--- src/rtl/core/bba_pkg.sv ---
// bba_pkg: shared types, codes and helpers for the bitmap block allocator
// no dependencies; imported by bba_div and bitmap_block_allocator
`timescale 1ns / 1ps
`default_nettype none

package bba_pkg;

    localparam int KIND_W  = 2;
    localparam int IDX_W   = 16;
    localparam int CNT_W   = 17;
    localparam int STAT_W  = 2;
    localparam int DIV_N   = 17;
    localparam int WORD_MAX = 64;
    localparam int FZ_W    = 7;

    // request kinds
    localparam logic [KIND_W-1:0] K_ALLOC  = 2'd0;
    localparam logic [KIND_W-1:0] K_FREE   = 2'd1;
    localparam logic [KIND_W-1:0] K_TEST   = 2'd2;
    localparam logic [KIND_W-1:0] K_FORMAT = 2'd3;

    // result status codes
    localparam logic [STAT_W-1:0] ST_OK    = 2'd0;
    localparam logic [STAT_W-1:0] ST_FULL  = 2'd1;
    localparam logic [STAT_W-1:0] ST_RANGE = 2'd2;

    // register indexes
    localparam logic REG_TOTAL = 1'b0;
    localparam logic REG_RSV   = 1'b1;

    localparam logic [CNT_W-1:0] TOTAL_RST = 17'd65536;
    localparam logic [CNT_W-1:0] CNT_MAX   = 17'h1ffff;

    typedef struct packed {
        logic [KIND_W-1:0] kind;
        logic [IDX_W-1:0]  block_index;
    } bba_req_t;

    typedef struct packed {
        logic [STAT_W-1:0] status;
        logic [IDX_W-1:0]  block_number;
        logic              bit_value;
        logic [CNT_W-1:0]  free_count;
    } bba_rsp_t;

    // lowest clear bit; WORD_MAX when every bit is set
    function automatic logic [FZ_W-1:0] first_zero(input logic [WORD_MAX-1:0] word);
        logic [FZ_W-1:0] pos;
        pos = FZ_W'(WORD_MAX);
        for (int i = WORD_MAX - 1; i >= 0; i--)
        begin
            if (!word[i])
            begin
                pos = FZ_W'(i);
            end
        end
        return pos;
    endfunction

endpackage

`default_nettype wire

--- src/rtl/core/bba_div.sv ---
// bba_div: two-stage divide by the word size using a reciprocal multiply
// depends on bba_pkg; splits a bit number into word and bit, or a word into summary word and bit
`timescale 1ns / 1ps
`default_nettype none

module bba_div
    import bba_pkg::*;
#(
    parameter int WORD_BITS = 64
) (
    input  wire logic                           clk,
    input  wire logic                           rst_n,
    input  wire logic                           go,
    input  wire logic [DIV_N-1:0]               value,
    output logic                                vld,
    output logic [DIV_N-1:0]                    quo,
    output logic [$clog2(WORD_BITS)-1:0]        rem
);

    localparam int WB_W     = $clog2(WORD_BITS);
    localparam int RECIP_SH = DIV_N + WB_W;
    localparam int RECIP_M  = ((1 << RECIP_SH) + WORD_BITS - 1) / WORD_BITS;
    localparam int PROD_W   = DIV_N + RECIP_SH;

    logic              vld1_reg;
    logic [PROD_W-1:0] prod_reg;
    logic [DIV_N-1:0]  val1_reg;
    logic [DIV_N-1:0]  q_next;
    logic [DIV_N-1:0]  qw;

    always_ff @(posedge clk or negedge rst_n)
    begin
        if (!rst_n)
        begin
            vld1_reg <= 1'b0;
            vld      <= 1'b0;
        end
        else
        begin
            vld1_reg <= go;
            vld      <= vld1_reg;
        end
    end

    // rounded-up reciprocal is exact for every DIV_N-bit value
    always_ff @(posedge clk)
    begin
        prod_reg <= PROD_W'(value) * PROD_W'(RECIP_M);
        val1_reg <= value;
        quo      <= q_next;
        rem      <= WB_W'(val1_reg - qw);
    end

    always_comb
    begin
        q_next = DIV_N'(prod_reg >> RECIP_SH);
        qw     = DIV_N'(q_next * DIV_N'(WORD_BITS));
    end

endmodule

`default_nettype wire

--- config.mk ---
export PLATFORM = sky130hd
export DESIGN_NAME = bba_div
export DESIGN_NICKNAME = d
export VERILOG_FILES = /design/src/rtl/core/bba_pkg.sv /design/src/rtl/core/bba_div.sv
export SDC_FILE = /design/constraint.sdc
export NUM_CORES = 1
export LEC_CHECK = 0
export BUFFER_PORTS_ARGS = -buffer_cell sky130_fd_sc_hd__buf_2
export CAP_MARGIN = 20
export CORE_MARGIN = 2
export CORE_UTILIZATION = 40
export DETAILED_ROUTE_END_ITERATION = 10
export PLACE_DENSITY = 0.85
export SYNTH_ARGS = -nofsm -noshare
export SYNTH_HDL_FRONTEND = slang
export SYNTH_SLANG_ARGS = --single-unit
--- constraint.sdc ---
create_clock -name clk -period 0.8 [get_ports clk]
set_clock_uncertainty 0.15 [all_clocks]
set_input_delay 0.04 -clock clk [delete_from_list [all_inputs] [get_ports clk]]
set_output_delay 0.04 -clock clk [all_outputs]
set_load 0.02 [all_outputs]
==> impl_results.md <==
- Status: complete, but fails checks
- Failing checks: hold timing, setup timing
- Core Box Area: 1780 um2
- Setup TNS: -2670 ps
- Crit path time final: 1020 ps
- Max VDD drop: ~0.0014 V
- Setup WS post-layout: -221 ps
- Synth warn: 0
- DRT iter0 DRCs: 1
- I/O Buffers: 37
- Initial antenna violation count: 0
- Num Clock Sinks: 36
- Synthesized instance count: 43
- Kind of critical path: reg -> out
- Row cnt: 15
- Syn avg cell area: 18.1 um2
- Max Root-Sink Buffers: 2
- RSZ-0062 raised after global routing: true
- Worst Reg-to-Reg Cells: 0
- Worst-path cell chain: buf_6
- Async SR Flop Fraction: 5.56%
- Drt pass-1 iters: 2
- Combinational power share: 10.0%
- TritonCTS clock tree: built
- EDFF count, synth: 0
- GRT met1 Usage: 10.9%
- Yosys reg bits: 36
- Routed WL: between 1 and 1.5 mm
- Num CTS Buffers: 5
- Arr. time, crit path: a little over 800 ps
- Cts hold-fix bufs: 19
- Drt via density: 3.73
- Startpoint types: flop
- Req. time, crit path: 610 ps
- Area of the mapped netlist: 779 um2
- Family with the most delay on the worst path: flip-flops
- Total gr overflow: 0
- Int Pwr: 2.42 mW
- Hold Path Class: in -> async
- IO Count: 44
- Synth Flop Type: dfxtp_1
- Die width: 48.1 um
- Met3 GRT Util: 5.93%
- Die area: ~2300 um2
- Buf/Inv on CP: 1
- Count of cell types in the netlist: 4
- Pwr dens: 2290 nW/um2
- CP Capture Type: output pin
- Worst-path clk slew: 100 ps
- Top cells by count, synth: 34 x dfxtp_1, 6 x buf_4, 2 x dfrtp_1
- Clock Power Share: roughly 27%
- Crit-path slowest cell: dfrtp_1
- Largest area contributor in the netlist: dfxtp_1
- Synth-to-Final Area Change: 72.4%
- Final Hold Violating Endpoints: 2
- Sw Pwr: 0.659 mW
- Root Buffer: clkbuf_4
- Number of global-route vias before repair: 456
- Synth top area share: 87.3%
- Met2 GRT Util: 23.7%
- Layout cell share with drive strength beyond 1: 56.6%
- Reg-to-reg slack, setup: 160 ps
- Largest net degree at the start of global routing: 12
- Final Cell Area: ~1300 um2
- Max-cap violations: 0
- Worst hold slack: -118 ps
- GPL Wtd Cong: 0.539
- Via count: 489
- Filler cells: 106
- N_diodes: 0
- Max reg flops: 17
- Top cells by area, synth: dfxtp_1 87%, dfrtp_1 6.4%, buf_4 5.8%, conb_1 0.48%
- Chip height: approximately 48 um
- P_leak: 0.622 nW
- Sequential share of power: 62.7%
- Global-route wire length before repair: 1.88 mm
- Final max-slew violation count: 0
- HPWL after detailed placement: 765 um
- Residual DRC count: 0
- Post-DRT Antenna Nets: 0
- Fmax: slightly below 1000 MHz
- Final setup violating endpoints: 18
- Dpl cell area: 970 um2
- Seq/Total Area, Yosys: between 90% and 100%
- Nets: between 100 and 150
- Overall Global Routing Usage: between 10% and 20%
- Worst r2r dst: vld
- Initial Utilization: 43.7%
- Reg2reg start: vld1_reg
- Final period util: 128%
- Sw Share: 21.4%
- Max stage delay on crit path: 390 ps
- Most frequent cell after synthesis: dfxtp_1
- H-tree levels: 2
- Clk Latency, worst-skew pair: 310 ps
- Wirelength per Cell: roughly 10 um
- Crit path max fanout: 1
- Top Usage Layer GRT: met2
-- layout make-up --
class	instances	area [um2]	area share (%)
clock buffers	7	45.0	3.35
clock inverters	1	5.00	0.372
multi-input cells	6	22.5	1.68
flip-flops and latches	36	752	56.0
well taps	25	31.3	2.33
repair buffers	56	488	36.3
-- cell families after synthesis --
group,count (synthesis),synth area share [%]
other cells,1,0.481
buf+inv,6,5.78
flops,36,93.7
-- worst max path at each step --
stage,startpoint,endpoint,depth (start not counted)
final,vld,vld,1
after global routing,vld,vld,1
after CTS,vld,vld,1
after detailed placement,vld,vld,1
after global placement,vld,vld,1
after floorplan,vld,vld,0
-- metal layers --
| layer | part of all wire, % | routed length, um |
|---|---|---|
| met5 | 0 | 0 |
| met4 | 0 | 0 |
| met2 | 55 | 749 |
| met3 | 9.3 | 127 |
| met1 | 36 | 490 |
-- power groups by stage --
stage          clock, mW  sequential (mW)  combinational, mW
6_report           0.839             1.93              0.307
5_1_grt            0.991             1.94              0.327
4_1_cts            0.876             1.93              0.302
3_5_place_dp           0             1.95              0.178
3_3_place_gp           0             1.95              0.175
2_1_floorplan          0             2.01             0.0469
-- per-stage QoR --
| step | setup slack [ps] | utilization (%) | total power, mW | cells |
|---|---|---|---|---|
| 3_5_place_dp | 122 | 54.4 | 2.13 | 104 |
| 5_1_grt | -274 | 75.4 | 3.26 | 131 |
| 2_1_floorplan | 194 | - | 2.06 | 48 |
| 6_report | -221 | 75.4 | 3.08 | 131 |
| 4_1_cts | -231 | 75.4 | 3.11 | 131 |
| 3_3_place_gp | 129 | 54.4 | 2.12 | 104 |
-- placed cells by master, fill, tap and decap left out --
cell / n
clkbuf_4: 5
buf_6: 18
conb_1: 6
dfxtp_2: 17
clkbuf_1: 2
buf_2: 19
dfxtp_1: 17
dlygate4sd3_1: 19
dfrtp_1: 2
clkinv_2: 1
-- timing repair --
item                                    4_1_cts  5_1_grt
endpoints found under the setup margin       18       18
hold endpoints to repair                     20        2
setup buffers                                 0        0
resized for setup                            53        0
No activity file was read; power rests on OpenSTA's default activity.
